File: src/hdl/ofd_pkg.sv
// ofd_pkg: shared types, constants and the cell classifier for the
// occupancy frontier detector. No dependencies.
`timescale 1ns / 1ps

package ofd_pkg;

    localparam int CODE_W     = 8;
    localparam int CFG_W      = 11;
    localparam int PT_W       = 10;
    localparam int FIFO_DEPTH = 4;
    localparam int FIFO_AW    = 2;
    localparam int FIFO_CW    = 3;

    localparam logic [CODE_W-1:0] CODE_FREE = 8'h00;
    localparam logic [CODE_W-1:0] CODE_OCC  = 8'd100;

    localparam logic REG_COLS = 1'b0;
    localparam logic REG_ROWS = 1'b1;

    typedef enum logic [1:0] {
        CLS_OCC  = 2'd0,
        CLS_UNK  = 2'd1,
        CLS_FREE = 2'd2
    } t_cls;

    // one accepted cell on its way to the window
    typedef struct packed {
        logic            vld;
        logic            check;
        logic            done;
        t_cls            cur;
        logic [PT_W-1:0] pcol;
        logic [PT_W-1:0] prow;
    } t_stage;

    typedef struct packed {
        logic [PT_W-1:0] point_col;
        logic [PT_W-1:0] point_row;
        logic            point_valid;
        logic            grid_done;
    } t_result;

    function automatic t_cls classify(input logic [CODE_W-1:0] code);
        t_cls cls;
        if (code == CODE_FREE) begin
            cls = CLS_FREE;
        end else if (code == CODE_OCC) begin
            cls = CLS_OCC;
        end else begin
            cls = CLS_UNK;
        end
        return cls;
    endfunction

endpackage

File: src/hdl/ofd_window.sv
// ofd_window: two stored window columns plus the incoming column, frontier
// test on the window center. Depends on ofd_pkg.
`timescale 1ns / 1ps

module ofd_window import ofd_pkg::*; (
    input  logic    i_clk,
    input  t_stage  i_stage,
    input  t_cls    i_up,
    input  t_cls    i_mid,
    output logic    o_push,
    output t_result o_result
);

    t_cls r_left [3];
    t_cls r_ctr  [3];
    t_cls new_col [3];
    logic any_unk;
    logic found;

    always_comb begin
        new_col[0] = i_up;
        new_col[1] = i_mid;
        new_col[2] = i_stage.cur;
        any_unk = 1'b0;
        for (int k = 0; k < 3; k++) begin
            if (r_left[k] == CLS_UNK || r_ctr[k] == CLS_UNK || new_col[k] == CLS_UNK) begin
                any_unk = 1'b1;
            end
        end
        found = i_stage.check && (r_ctr[1] == CLS_FREE) && any_unk;
    end

    always_ff @(posedge i_clk) begin
        if (i_stage.vld) begin
            for (int k = 0; k < 3; k++) begin
                r_left[k] <= r_ctr[k];
                r_ctr[k]  <= new_col[k];
            end
        end
    end

    assign o_push               = i_stage.vld && (found || i_stage.done);
    assign o_result.point_col   = found ? i_stage.pcol : '0;
    assign o_result.point_row   = found ? i_stage.prow : '0;
    assign o_result.point_valid = found;
    assign o_result.grid_done   = i_stage.done;

endmodule

File: config.mk
export PLATFORM = sky130hd
export DESIGN_NAME = ofd_window
export DESIGN_NICKNAME = d
export VERILOG_FILES = /design/src/hdl/ofd_pkg.sv /design/src/hdl/ofd_window.sv
export SDC_FILE = /design/constraint.sdc
export NUM_CORES = 1
export LEC_CHECK = 0
export BUFFER_PORTS_ARGS = -buffer_cell sky130_fd_sc_hd__buf_2
export CORE_MARGIN = 10
export CORE_UTILIZATION = 34
export DETAILED_ROUTE_END_ITERATION = 16
export GPL_TIMING_DRIVEN = 0
export PLACE_DENSITY = 0.69
export REMOVE_ABC_BUFFERS = 1
export SKIP_CTS_REPAIR_TIMING = 1
export SLEW_MARGIN = 20
export SYNTH_ARGS = -nofsm -noshare
export SYNTH_HDL_FRONTEND = slang
export SYNTH_SLANG_ARGS = --single-unit
File: constraint.sdc
create_clock -name i_clk -period 1.4 [get_ports i_clk]
set_input_delay 0.07 -clock i_clk [delete_from_list [all_inputs] [get_ports i_clk]]
set_output_delay 0.07 -clock i_clk [all_outputs]
set_load 0.005 [all_outputs]
==> flow_summary_export.csv <==
group,metric,value,unit
synth,yosysWarnings,0,
die,row_count,16,
grt,grtUsageTotal,0.0842,
power_and_ir_drop,ir_worst_vdd,0.530,mV
setup_path,crit_slowest_cell,"edfxtp_1",
setup_path,crit_fanout,5,
sta,finalSetupTns,-8.90,ns
clock_network,clk_pin_slew,0.08,ns
sta,hold_viol_final,0,
job,maxCapViolCount,0,
placed_design,pre_cts_ws,-0.555,ns
drt,via_per_inst,4.48,
drt,postRouteAntennaNets,0,
setup_path,start_kind,"flip-flop",
clock_network,cts_tree,"done",
clock_network,cts_root_buffer,"clkbuf_4",
placed_design,hpwl,1.54,mm
status,run_status,"finished, violations left",
status,violations,"negative setup slack",
die,die_w,65.0,um
power_and_ir_drop,internal-power,0.685,mW
placed_design,port_buffers,52,
die,die_area,4220,um2
placed_design,routabilityCongestion,0.756,
clock_network,cts.sinks,12,
synth,synth_top_cell_by_area,"edfxtp_1",
setup_path,cp.required,1.33,ns
setup_path,critPathCaptureType,"output port",
synth,syn-instance-count,54,
sta,timing.fmax,544,MHz
power_and_ir_drop,seqPwrFrac,0.478,
setup_path,critPathArrivalTime,1.77,ns
synth,synth_common_cells,"and2_4, edfxtp_1, inv_1, nand2b_1",
die,io_pins,53,
clock_network,numCtsBuffers,3,
synth,synth_flop_cell,"edfxtp_1",
sta,finalCriticalPeriod,1.84,ns
drt,drc,0,
final_layout,stdcell_area,1300,um2
synth,yosysMostFrequentCell,"and2_4",
drt,drtPass1Iterations,5,
power_and_ir_drop,leakagePower,0.601,nW
power_and_ir_drop,power.switching,0.229,mW
clock_network,clk_path_buf_depth,2,
final_layout,drive_gt1_frac,0.714,
clock_network,htreeDepth,1,
die,fp.coreArea,1940,um2
sta,post-route-period-util,1.31,
sta,layout_setup_ws,-0.437,ns
sta,setup_violations,22,
synth,synth_edf_count,12,
setup_path,critPathKind,"flip-flop to output port",
sta,slew_viol_final,0,
synth,postSynthAreaPerCell,12.7,um2
drt,drtIter0Drc,30,
grt,globalRouteOverflowTotal,0,
min_path,hold_class,"input port to flip-flop",
drt,wl,2.38,mm
drt,vias,654,
grt,first_global_vias,606,
final_layout,fin_nets,150,
grt,grt_pass1_wl,2.86,mm
sta,rsz0062_at_grt,"true",
grt,antenna_found_initial,0,
sta,slew_headroom,0.686,
setup_path,crit_path_max_incr_delay,0.39,ns
synth,synth_area,688,um2
power_and_ir_drop,swShare,0.250,
sta,tightest_slew,0.471,ns
drt,wl_per_cell,16.3,um
final_layout,syn2layout_area_growth,88.4,%
die,die_y,65.0,um
clock_network,clk_latency,0.27,ns
synth,synth.area.top_cells,"edfxtp_1, and2_4, nand2b_1",
power_and_ir_drop,p_per_area,705,nW/um2
synth,synth_top_area_frac,0.524,
final_layout,diodes,0,
synth,async_reset_ff_frac,0,
placed_design,dpl_cell_area,945,um2
power_and_ir_drop,p_clk_frac,0.239,
die,start_util,0.354,
synth,ys_ff_latch,12,
grt,grt_max_degree,22,
sta,fin_skew,0.00489,ns
setup_path,path_cells,"a222oi_1 > buf_4 > a31oi_4 > clkbuf_16 > and2_4 > buf_6",
synth,yosysSeqAreaShare,0.524,
power_and_ir_drop,p_comb_frac,0.282,
synth,synth_cell_types,15,
-- through the flow --
stage | total power, mW | util | instances | hold slack, ns
after floorplan | 0.507 | - | 50 | 0.140
after global placement | 0.585 | 0.486 | 129 | 0.260
after detailed placement | 0.592 | 0.486 | 129 | 0.262
after CTS | 0.814 | 0.500 | 133 | -0.0261
after global routing | 0.959 | 0.668 | 146 | 0.195
final | 0.913 | 0.668 | 146 | 0.189
-- registers in the layout (all words and copies together), names as in the netlist --
register and count:
r_ctr 6, r_left 6
-- layer usage --
| metal | vias to the layer above | GRT usage | wire length (um) | part of all wire |
|---|---|---|---|---|
| met2 | 39 | 0.132 | 1180 | 0.49 |
| met3 | 0 | 0.0550 | 264 | 0.11 |
| met1 | 297 | 0.0888 | 937 | 0.39 |
| met4 | 0 | 0.0321 | 0 | 0 |
| met5 | - | 0 | 0 | 0 |
| li1 | 318 | - | - | - |
-- power groups by stage --
stage | Combinational, mW | Clock, mW | Sequential (mW)
floorplan | 0.0661 | 0 | 0.441
global placement | 0.142 | 0 | 0.443
detailed placement | 0.146 | 0 | 0.445
CTS | 0.147 | 0.230 | 0.437
global route | 0.277 | 0.241 | 0.441
finish | 0.258 | 0.219 | 0.437
-- worst max-delay path: cells and delay by family (launching register included) --
| family | cells | cell delay, ns |
|---|---|---|
| AOI/OAI and AO/OA | 2 | 0.46 |
| buffers and inverters | 3 | 0.51 |
| and+or+nand+nor | 1 | 0.13 |
| DFF | 1 | 0.39 |
-- cell usage in the layout (no fill, tap or decap) --
cell	count
buf_12	2
nand2b_1	5
a22oi_2	1
o311a_1	1
edfxtp_1	12
clkinv_1	1
dlygate4sd3_1	6
a31oi_4	3
a222oi_1	1
and4_4	1
inv_1	5
nand3b_1	1
clkbuf_4	3
buf_2	32
buf_6	20
nand4_1	1
buf_4	2
clkbuf_16	1
and2_4	20
nand2_1	1
-- worst paths after layout --
check                                      startpoint                      to  cells after the start  slack, ns
worst max-delay path            r_ctr[0][0]$_DFFE_PP_             o_result[4]                      6      -0.44
worst min-delay path                      i_stage[24]   r_ctr[0][0]$_DFFE_PP_                      1       0.19
worst max register to register  r_ctr[0][3]$_DFFE_PP_  r_left[0][3]$_DFFE_PP_                      0       0.72
worst min register to register  r_ctr[0][0]$_DFFE_PP_  r_left[0][0]$_DFFE_PP_                      0       0.46
-- cell type report --
type                       instances  area (um2)
fill                             157         646
sequential                        12         360
tap                               27        33.8
multi-input combinational         35         332
timing repair buffer              63         526
clock buffer                       3        22.5
inverter                           5        18.8
clock inverter                     1        3.75
-- kinds of logic (layout without fill, tap and decap cells) --
logic type / Yosys count / in the layout / synth area share
buf+inv: 9 / 72 / 0.0818
flops: 12 / 12 / 0.524
compound gates: 4 / 6 / 0.0582
simple gates: 29 / 29 / 0.336
No activity file was read; power rests on OpenSTA's default activity.
