<file path="src/hdl/ofd_pkg.sv">
// ofd_pkg: shared types, constants and the cell classifier for the
// occupancy frontier detector. No dependencies.
`timescale 1ns / 1ps

package ofd_pkg;

    localparam int CODE_W     = 8;
    localparam int CFG_W      = 11;
    localparam int PT_W       = 10;
    localparam int FIFO_DEPTH = 4;
    localparam int FIFO_AW    = 2;
    localparam int FIFO_CW    = 3;

    localparam logic [CODE_W-1:0] CODE_FREE = 8'h00;
    localparam logic [CODE_W-1:0] CODE_OCC  = 8'd100;

    localparam logic REG_COLS = 1'b0;
    localparam logic REG_ROWS = 1'b1;

    typedef enum logic [1:0] {
        CLS_OCC  = 2'd0,
        CLS_UNK  = 2'd1,
        CLS_FREE = 2'd2
    } t_cls;

    // one accepted cell on its way to the window
    typedef struct packed {
        logic            vld;
        logic            check;
        logic            done;
        t_cls            cur;
        logic [PT_W-1:0] pcol;
        logic [PT_W-1:0] prow;
    } t_stage;

    typedef struct packed {
        logic [PT_W-1:0] point_col;
        logic [PT_W-1:0] point_row;
        logic            point_valid;
        logic            grid_done;
    } t_result;

    function automatic t_cls classify(input logic [CODE_W-1:0] code);
        t_cls cls;
        if (code == CODE_FREE) begin
            cls = CLS_FREE;
        end else if (code == CODE_OCC) begin
            cls = CLS_OCC;
        end else begin
            cls = CLS_UNK;
        end
        return cls;
    endfunction

endpackage

</file>
<file path="src/hdl/ofd_out_fifo.sv">
// ofd_out_fifo: small result queue that decouples the window from the
// output channel. Depends on ofd_pkg.
`timescale 1ns / 1ps

module ofd_out_fifo import ofd_pkg::*; (
    input  logic               i_clk,
    input  logic               i_rst_n,
    input  logic               i_push,
    input  t_result            i_data,
    input  logic               i_pop,
    output logic               o_valid,
    output t_result            o_data,
    output logic [FIFO_CW-1:0] o_count
);

    t_result            r_mem [FIFO_DEPTH];
    logic [FIFO_AW-1:0] r_wr_ptr;
    logic [FIFO_AW-1:0] r_rd_ptr;
    logic [FIFO_CW-1:0] r_count;
    logic               do_pop;

    assign do_pop = i_pop && (r_count != '0);

    always_ff @(posedge i_clk) begin
        if (i_push) begin
            r_mem[r_wr_ptr] <= i_data;
        end
    end

    always_ff @(posedge i_clk) begin
        if (!i_rst_n) begin
            r_wr_ptr <= '0;
            r_rd_ptr <= '0;
            r_count  <= '0;
        end else begin
            if (i_push) begin
                r_wr_ptr <= r_wr_ptr + FIFO_AW'(1);
            end
            if (do_pop) begin
                r_rd_ptr <= r_rd_ptr + FIFO_AW'(1);
            end
            case ({i_push, do_pop})
                2'b10:   r_count <= r_count + FIFO_CW'(1);
                2'b01:   r_count <= r_count - FIFO_CW'(1);
                default: r_count <= r_count;
            endcase
        end
    end

    assign o_valid = (r_count != '0);
    assign o_data  = r_mem[r_rd_ptr];
    assign o_count = r_count;

endmodule

</file>
<file path="config.mk">
export PLATFORM = sky130hd
export DESIGN_NAME = ofd_out_fifo
export DESIGN_NICKNAME = d
export VERILOG_FILES = /design/src/hdl/ofd_pkg.sv /design/src/hdl/ofd_out_fifo.sv
export SDC_FILE = /design/constraint.sdc
export NUM_CORES = 1
export LEC_CHECK = 0
export BUFFER_PORTS_ARGS = -buffer_cell sky130_fd_sc_hd__buf_2
export CORE_MARGIN = 2
export CORE_UTILIZATION = 31
export DETAILED_ROUTE_END_ITERATION = 6
export HOLD_SLACK_MARGIN = 0.02
export MAX_ROUTING_LAYER = met4
export SYNTH_ARGS = -nofsm -noshare
export SYNTH_HDL_FRONTEND = slang
export SYNTH_SLANG_ARGS = --single-unit
</file>
<file path="constraint.sdc">
create_clock -name i_clk -period 2.45 [get_ports i_clk]
set_input_delay 0.735 -clock i_clk [delete_from_list [all_inputs] [get_ports i_clk]]
set_output_delay 0.735 -clock i_clk [all_outputs]
set_load 0.05 [all_outputs]
</file>
==> results.json, run 1 <==
{
  "wirelength_um": 6307,
  "root_buffer": "clkbuf_16",
  "grt_pass1_vias": 1821,
  "path_class": "flop to output pin",
  "synthCells": 160,
  "power.total_mw": 4.626,
  "numCtsBuffers": 9,
  "postPlaceCellArea_um2": 4155,
  "cts_num_sinks": 97,
  "avgSynthCellArea_um2": 22.78,
  "p_per_area_nw_per_um2": 1034,
  "ys_seq_elements": 97,
  "coreArea_um2": 11470,
  "rrSetupSlack_ns": 0.47,
  "rsz0062_at_grt": "yes",
  "cp-start-kind": "flop",
  "fin_nets": 262,
  "antenna_found_initial": 0,
  "hp-start": "r_wr_ptr[1]$_SDFFE_PN0P_",
  "dp_cells": 361,
  "timing.final.ws_setup_ns": 0.07752,
  "ys_top_cells_by_count": "edfxtp_1, mux4_2, dfxtp_1",
  "tightest_slew_ns": 0.2637,
  "cts.hold.buffers_added": 0,
  "track_usage_pct": 11.30,
  "rows": 39,
  "synth_seq_area_share_pct": 77.45,
  "grt_max_degree": 23,
  "via_count": 1698,
  "place_ws_ns": 0.1073,
  "overflow": 0,
  "timing.rr.start": "o_count[0]$_SDFFE_PN0P_",
  "hold_path_depth": 2,
  "setup_violations": 0,
  "max_cap_viol_count": 0,
  "ys_top_cells_by_area": "edfxtp_1, mux4_2, dfxtp_1",
  "syn_nets": 192,
  "first_iter_violations": 83,
  "synth_top_area_share_pct": 72.50,
  "reg2reg_to": "o_count[2]$_SDFFE_PN0P_",
  "final_cells": 378,
  "initial_core_util_pct": 31.78,
  "clock_skew_ns": 0.006373,
  "rr_worst_depth": 7,
  "slew_headroom_pct": 82.54,
  "yosysTopAreaCell": "edfxtp_1",
  "maxSlewViolCount": 0,
  "die_h_um": 112.4,
  "hpwl_um": 4107,
  "yosysWarningCount": 0,
  "min_period_ns": 2.372,
  "synth_async_sr_flop_share_pct": 0,
  "routabilityCongestion": 0.6605,
  "hold_end": "r_wr_ptr[1]$_SDFFE_PN0P_",
  "critPathCaptureType": "output pin",
  "drive_gt1_share_pct": 42.98,
  "htreeDepth": 3,
  "fin_area_um2": 4473,
  "first_pass_iters": 4,
  "fmax_ghz": 0.4215,
  "synth.most_common_cell": "edfxtp_1",
  "chipWidth_um": 112.4,
  "drc": 0,
  "cp.required_ns": 1.71,
  "clk-insertion-delay-late_ns": 0.34,
  "areaGrowthSynthToFinish_pct": 22.73,
  "syn_area_um2": 3645,
  "diodes": 0,
  "grt_pass1_wl_um": 10130,
  "die_area_um2": 12640,
  "synth_cell_types": 20,
  "synthFlopType": "edfxtp_1",
  "run_status": "finished, final reports clean",
  "cp_max_fo": 13,
  "hold_class": "flop to flop",
  "nFillCells": 1031,
  "finalHoldViolCount": 0,
  "pin_count": 52,
  "crit_arrival_ns": 1.64,
  "post_drt_wl_per_cell_um": 16.69,
  "final_util_pct": 39.01,
  "ir_worst_vdd_uv": 656.4,
  "synth_edf_count": 88,
  "clk_pin_slew_ns": 0.07,
  "antenna_left": 0,
  "cts_tree": "built",
  "via_per_inst": 4.492,
  "leakagePower_nw": 1.535,
  "io_buffer_count": 51,
  "cts_buffer_depth": 2,
  "finalCritPeriodShare_pct": 96.84
}
[cell type report]
cell class / count / area (µm²) / area share, %
Multi-Input combinational cell: 53 / 767.0 / 17.15
Timing Repair Buffer: 63 / 390.4 / 8.727
Inverter: 6 / 22.52 / 0.5035
Clock buffer: 9 / 225.2 / 5.035
Sequential cell: 97 / 2826 / 63.19
Tap cell: 143 / 178.9 / 4.000
Clock inverter: 7 / 62.56 / 1.399
[cell usage in the layout, fill, tap and decap left out, drive strengths merged]
cell type / count
edfxtp: 88
inv: 9
mux2i: 1
buf: 63
o21ai: 2
and2: 8
dfxtp: 9
xor2: 2
ha: 5
clkbuf: 9
a21boi: 1
clkinvlp: 3
fa: 1
nor2b: 3
nand2: 1
clkinv: 1
xnor2: 3
o31a: 1
or3: 2
o311ai: 1
mux4: 22
[layer usage]
layer  GRT usage, %  routed length (µm)
met5              -                   0
met4          4.634                  85
met3          4.914                 425
met2          17.51                3154
met1          12.94                2642
[flip-flops by register name, summed over array words and instances (netlist names), named ones only]
register  count
o_count       3
r_mem        88
r_rd_ptr      2
r_wr_ptr      2
[report_power, final]
part           switching (mW)  internal, mW  leakage (nW)
Clock                   0.611         0.706         0.132
Combinational           0.853         0.466         0.520
Sequential             0.0684          1.92         0.883
Total                    1.53          3.09          1.54
[worst max-delay path: stages (launching register included)]
cell and delay, ns:
dfxtp_4 0.39, buf_12 0.17, mux4_2 0.52, buf_4 0.21
[worst max path at each step]
stage,startpoint,slack [ns],end
floorplan,o_count[0]$_SDFFE_PN0P_,0.26,o_count[2]$_SDFFE_PN0P_
global placement,i_pop,0.18,o_count[2]$_SDFFE_PN0P_
detailed placement,i_pop,0.11,o_count[2]$_SDFFE_PN0P_
CTS,flop,0.0009,o_data[15]
global route,flop,-0.003,o_data[14]
finish,flop,0.08,o_data[9]
[stage by stage]
stage,hold WS [ns],TNS [ns]
after floorplan,0.5276,0
after global placement,0.5419,0
after detailed placement,0.5612,0
after CTS,0.5709,0
after global routing,0.5915,-0.002709
final,0.5613,0
[timing repair]
item | CTS | global route
setup buffers | 0 | 1
endpoints found under the setup margin | 19 | 18
gates cloned | 0 | 0
endpoints found under the hold margin | 0 | 0
resized for setup | 5 | 5
[cell families (layout without fill, tap and decap cells)]
| group | after synthesis | in the layout | share of synthesized area, % |
|---|---|---|---|
| and+or+nand+nor | 14 | 14 | 2.334 |
| AOI/OAI and AO/OA | 5 | 5 | 1.167 |
| muxes | 23 | 23 | 14.07 |
| DFF | 97 | 97 | 77.45 |
| buffers and inverters | 10 | 85 | 1.510 |
| adders and majority gates | 6 | 6 | 2.266 |
| xor gates and xnor gates | 5 | 5 | 1.202 |
No activity file was read; power rests on OpenSTA's default activity.
==> run 2, diff against run 1 <==
--- a/config.mk
+++ b/config.mk
@@ -5,7 +5,7 @@
 export SDC_FILE = /design/constraint.sdc
 export NUM_CORES = 1
 export LEC_CHECK = 0
-export BUFFER_PORTS_ARGS = -buffer_cell sky130_fd_sc_hd__buf_2
+export BUFFER_PORTS_ARGS = -buffer_cell sky130_fd_sc_hd__buf_4
 export CORE_MARGIN = 2
 export CORE_UTILIZATION = 31
 export DETAILED_ROUTE_END_ITERATION = 6
==> constraint.sdc (replaced) <==
create_clock -name i_clk -period 2.35 [get_ports i_clk]
set_input_delay 0.705 -clock i_clk [delete_from_list [all_inputs] [get_ports i_clk]]
set_output_delay 0.705 -clock i_clk [all_outputs]
set_load 0.05 [all_outputs]
==> run 2 against run 1 <==
  * Count of clock-buffer cells in the layout up 1
  * Design area up 3.2%
  * Die area unchanged
  * First-iteration DRC count down 6.0%
  * Largest power group unchanged
==> results.json, run 2 (synthesis gave the netlist of run 1 again) <==
{
  "power_frac_seq_pct": 42.4,
  "hpwl_um": 4162,
  "die_h_um": 112.4,
  "largest_reg_flops": 88,
  "p_per_area_nw_per_um2": 1062,
  "leakagePower_nw": 1.580,
  "sw_frac_of_total_pct": 31.81,
  "cts_num_sinks": 97,
  "first_iter_violations": 78,
  "fin_nets": 262,
  "cp_max_fo": 11,
  "wirelength_um": 6387,
  "hold_ws_ns": 0.5578,
  "post_drt_wl_per_cell_um": 16.94,
  "clk-insertion-delay-late_ns": 0.33,
  "slew_headroom_pct": 83.18,
  "clk_pin_slew_ns": 0.06,
  "use_met2_pct": 16.51,
  "overflow": 0,
  "pin_count": 52,
  "final_cells": 377,
  "first_pass_iters": 4,
  "ir_worst_vdd_uv": 693.1,
  "combPwrFrac_pct": 31.4,
  "maxSlewViolCount": 0,
  "drive_gt1_share_pct": 42.74,
  "rsz0062_at_grt": "yes",
  "crit_arrival_ns": 1.60,
  "rows": 39,
  "cp-start-kind": "flop",
  "top_register": "r_mem",
  "initial_core_util_pct": 31.78,
  "top_usage_layer": "met2",
  "antenna_found_initial": 0,
  "cp.required_ns": 1.64,
  "cts.hold.buffers_added": 0,
  "chipWidth_um": 112.4,
  "via_count": 1701,
  "grt_pass1_vias": 1769,
  "grt_pass1_wl_um": 9832,
  "clock_skew_ns": 0.004910,
  "clkPwrFrac_pct": 26.2,
  "htreeDepth": 3,
  "areaGrowthSynthToFinish_pct": 26.67,
  "antenna_left": 0,
  "fmax_ghz": 0.4335,
  "max_cap_viol_count": 0,
  "cts_buffer_depth": 2,
  "finalHoldViolCount": 0,
  "cts_tree": "built",
  "diodes": 0,
  "io_buffer_count": 51,
  "drc": 0,
  "via_per_inst": 4.512,
  "critPathCaptureType": "output pin",
  "final_common_cell": "edfxtp_1",
  "routabilityCongestion": 0.6433,
  "coreArea_um2": 11470,
  "root_buffer": "clkbuf_16",
  "met1_usage_pct": 13.51,
  "dp_cells": 361,
  "final_cell_mix": "edfxtp_1, buf_4, mux4_2",
  "fin_area_um2": 4617,
  "tightest_slew_ns": 0.2519,
  "run_status": "finished, final reports clean",
  "p_sw_mw": 1.559,
  "final_util_pct": 40.26,
  "min_period_ns": 2.307,
  "grt_max_degree": 23,
  "die_area_um2": 12640,
  "setup_violations": 0,
  "numCtsBuffers": 9,
  "finalCritPeriodShare_pct": 98.17,
  "internal_power_mw": 3.343,
  "grt_util_met3_pct": 4.914,
  "path_class": "flop to output pin",
  "hold_class": "flop to flop",
  "finalSetupTns_ns": 0,
  "postPlaceCellArea_um2": 4295,
  "track_usage_pct": 11.08
}
run 2: cell types whose count changed in the layout (fill, tap and decap cells not counted), sizes merged:
cell      before  now
clkbuf         9   10
clkinv         1    3
clkinvlp       3    2
inv            9    6
run 2: final timing paths:
kind | start | end | slack (ns) | cells after the start
min reg2reg | r_wr_ptr[1]$_SDFFE_PN0P_ | r_wr_ptr[1]$_SDFFE_PN0P_ | 0.56 | 2
max | flop | o_data[5] | 0.04 | 3
min | r_wr_ptr[1]$_SDFFE_PN0P_ | r_wr_ptr[1]$_SDFFE_PN0P_ | 0.56 | 2
max reg2reg | o_count[0]$_SDFFE_PN0P_ | o_count[2]$_SDFFE_PN0P_ | 0.40 | 7
run 2: critical path, cell delays in order, from the launching register on:
cell and delay [ns]:
dfxtp_4 0.39, buf_12 0.16, mux4_2 0.54, buf_6 0.17
run 2: layout make-up:
cell class | count | area (µm²)
Tap cell | 143 | 178.9
Fill cell | 1024 | 6850
Multi-Input combinational cell | 53 | 763.2
Inverter | 6 | 22.52
Clock buffer | 10 | 229.0
Timing Repair Buffer | 63 | 563.0
Sequential cell | 97 | 2826
Clock inverter | 5 | 33.78
run 2: layer usage:
layer  vias up  share of wire, %
li1        786                 -
met1       867                44
met2        42                50
met3         6               5.7
met4         0              0.96
met5         -                 0
run 2: per-stage QoR:
stage | setup WS (ns) | power (mW)
5_1_grt | -0.01821 | 5.113
4_1_cts | 0.004737 | 4.946
3_5_place_dp | 0.06941 | 3.609
3_3_place_gp | 0.1200 | 3.598
2_1_floorplan | 0.1646 | 3.148
6_report | 0.04310 | 4.903
run 2: power groups by stage:
stage	Sequential, mW	Clock, mW	Combinational [mW]
after floorplan	2.16	0	0.986
after global placement	2.12	0	1.48
after detailed placement	2.12	0	1.49
after CTS	2.08	1.33	1.54
after global routing	2.09	1.40	1.63
final	2.08	1.28	1.54
run 2: repair_timing:
item / 4_1_cts / 5_1_grt
resized for setup: 7 / 9
pin swaps: 0 / 0
setup endpoints to repair: 20 / 13
buffers inserted: 1 / 0
==> run 3, diff against run 2 <==
--- a/config.mk
+++ b/config.mk
@@ -6,11 +6,14 @@
 export NUM_CORES = 1
 export LEC_CHECK = 0
 export BUFFER_PORTS_ARGS = -buffer_cell sky130_fd_sc_hd__buf_4
+export CELL_PAD_IN_SITES_DETAIL_PLACEMENT = 1
+export CELL_PAD_IN_SITES_GLOBAL_PLACEMENT = 1
 export CORE_MARGIN = 2
 export CORE_UTILIZATION = 31
 export DETAILED_ROUTE_END_ITERATION = 6
 export HOLD_SLACK_MARGIN = 0.02
 export MAX_ROUTING_LAYER = met4
+export PLACE_DENSITY_LB_ADDON = 0.1
 export SYNTH_ARGS = -nofsm -noshare
 export SYNTH_HDL_FRONTEND = slang
 export SYNTH_SLANG_ARGS = --single-unit
==> constraint.sdc (replaced) <==
create_clock -name i_clk -period 1.8 [get_ports i_clk]
set_input_delay 0.54 -clock i_clk [delete_from_list [all_inputs] [get_ports i_clk]]
set_output_delay 0.54 -clock i_clk [all_outputs]
set_load 0.05 [all_outputs]
==> run 3 against run 2 <==
  * The flow now finishes with violations (negative setup slack)
  * Total power grew 39%
  * Wire length grew 11%
  * First-iteration DRC count shrank 12%
  * Critical path depth is the same
  * Combinational power grew 49%
  * Register-to-register slack lost 0.40 ns
  * Setup slack lost 0.38 ns
  * Utilization grew 1.7 points
  * Critical path type unchanged
  * Critical endpoint is now o_data[14]
  * Largest power group unchanged
==> results.json, run 3 (synthesis gave the netlist of run 1 again) <==
{
  "sw_frac_of_total_pct": 31.01,
  "tightest_slew_ns": 0.2637,
  "rrSetupSlack_ns": 0,
  "hold_end": "r_mem[3][8]$_DFFE_PP_",
  "chipWidth_um": 112.4,
  "power_frac_seq_pct": 39.9,
  "via_per_inst": 4.626,
  "drc": 0,
  "routabilityCongestion": 0.7300,
  "multi_input_comb_area_um2": 769.5,
  "htreeDepth": 3,
  "clock_skew_ns": 0.01068,
  "post_drt_wl_per_cell_um": 18.29,
  "finalSetupTns_ns": -6.625,
  "grt_pass1_vias": 2074,
  "antenna_left": 0,
  "cp_max_fo": 10,
  "clk_pin_slew_ns": 0.06,
  "hp-start": "i_data[8]",
  "coreArea_um2": 11470,
  "rr_worst_depth": 7,
  "pin_count": 52,
  "cp-start-kind": "flop",
  "violations": "negative setup slack",
  "internal_power_mw": 4.713,
  "leakagePower_nw": 1.664,
  "path_class": "flop to output pin",
  "clk-insertion-delay-late_ns": 0.33,
  "hold_path_depth": 1,
  "initial_core_util_pct": 31.78,
  "numCtsBuffers": 9,
  "run_status": "finished, violations left",
  "top_register": "r_mem",
  "die_area_um2": 12640,
  "fmax_ghz": 0.4689,
  "cts.hold.buffers_added": 0,
  "diodes": 0,
  "combPwrFrac_pct": 33.6,
  "wirelength_um": 7096,
  "finalCritPeriodShare_pct": 118.5,
  "slew_headroom_pct": 82.39,
  "seq_area_um2": 2838,
  "cts_tree": "built",
  "overflow": 0,
  "largest_reg_flops": 88,
  "root_buffer": "clkbuf_16",
  "setup_violations": 23,
  "final_common_cell": "edfxtp_1",
  "timing.final.ws_setup_ns": -0.3326,
  "timing.rr.start": "o_count[0]$_SDFFE_PN0P_",
  "reg2reg_to": "o_count[2]$_SDFFE_PN0P_",
  "hold_ws_ns": 0.4049,
  "nFillCells": 1075,
  "hold_class": "input port to flop",
  "track_usage_pct": 12.39,
  "die_h_um": 112.4,
  "cts_num_sinks": 97,
  "place_ws_ns": -0.2777,
  "rows": 39,
  "antenna_found_initial": 0,
  "ir_worst_vdd_uv": 1085,
  "maxSlewViolCount": 0,
  "max_cap_viol_count": 0,
  "crit_arrival_ns": 1.59,
  "finalHoldViolCount": 0,
  "grt_pass1_wl_um": 11250,
  "hpwl_um": 4696,
  "via_count": 1795,
  "first_pass_iters": 4,
  "io_buffer_count": 51,
  "cp.required_ns": 1.26,
  "grt_max_degree": 23,
  "cts_buffer_depth": 2,
  "min_period_ns": 2.133,
  "first_iter_violations": 69,
  "p_sw_mw": 2.118,
  "rsz0062_at_grt": "yes",
  "fin_nets": 272,
  "p_per_area_nw_per_um2": 1419,
  "drive_gt1_share_pct": 47.76,
  "final_util_pct": 41.97,
  "clkPwrFrac_pct": 26.5,
  "final_cell_mix": "edfxtp_1, buf_4, buf_6",
  "areaGrowthSynthToFinish_pct": 32.06,
  "critPathCaptureType": "output pin"
}
run 3: cell count changes in the layout (fill, tap and decap cells not counted), sizes merged:
cell      previous run  this run
buf                 63        73
bufinv               0         1
clkinv               3         4
clkinvlp             2         1
run 3: worst max-delay path, stage by stage, from the launching register on:
cell and delay (ns):
dfxtp_4 0.39, buf_12 0.16, mux4_2 0.53, buf_6 0.17
run 3: timing repair:
action                     in CTS  in global routing
setup endpoints to repair      24                 24
buffers inserted                5                  4
resized for setup              28                  2
pin swaps                       2                  2
run 3: worst max path at each step:
| stage | slack, ns | endpoint | startpoint | cells after the start |
|---|---|---|---|---|
| detailed placement | -0.28 | o_count[2]$_SDFFE_PN0P_ | i_pop | 8 |
| global route | -0.39 | o_data[14] | flop | 3 |
| CTS | -0.36 | o_data[14] | flop | 3 |
| global placement | -0.14 | o_count[2]$_SDFFE_PN0P_ | i_pop | 8 |
| floorplan | -0.06 | o_count[2]$_SDFFE_PN0P_ | i_pop | 7 |
| finish | -0.33 | o_data[14] | flop | 3 |
run 3: cell type report:
cell class                      count  share of cell area (%)
Clock buffer                       10                   4.757
Clock inverter                      6                   1.222
Inverter                            6                  0.4679
Multi-Input combinational cell     53                   15.99
Sequential cell                    97                   58.95
Tap cell                          143                   3.717
Timing Repair Buffer               73                   14.89
run 3: per-stage QoR:
step                cell area, µm²  power [mW]  cells
floorplan                     3661       4.135    160
global placement              4364       4.710    363
detailed placement            4364       4.791    363
CTS                           4782       6.831    384
global route                  4813       7.097    388
finish                        4813       6.832    388
run 3: routing by layer:
layer	track usage, %	share of wire [%]
met2	21.33	54
met1	13.60	40
met5	-	0
met3	3.780	4.0
met4	4.553	1.8
run 3: power by group through the flow:
| stage | Combinational (mW) | Sequential (mW) | Clock (mW) |
|---|---|---|---|
| after floorplan | 1.30 | 2.84 | 0 |
| after CTS | 2.25 | 2.73 | 1.86 |
| final | 2.30 | 2.72 | 1.81 |
| after detailed placement | 2.01 | 2.78 | 0 |
| after global placement | 1.95 | 2.76 | 0 |
| after global routing | 2.41 | 2.74 | 1.94 |
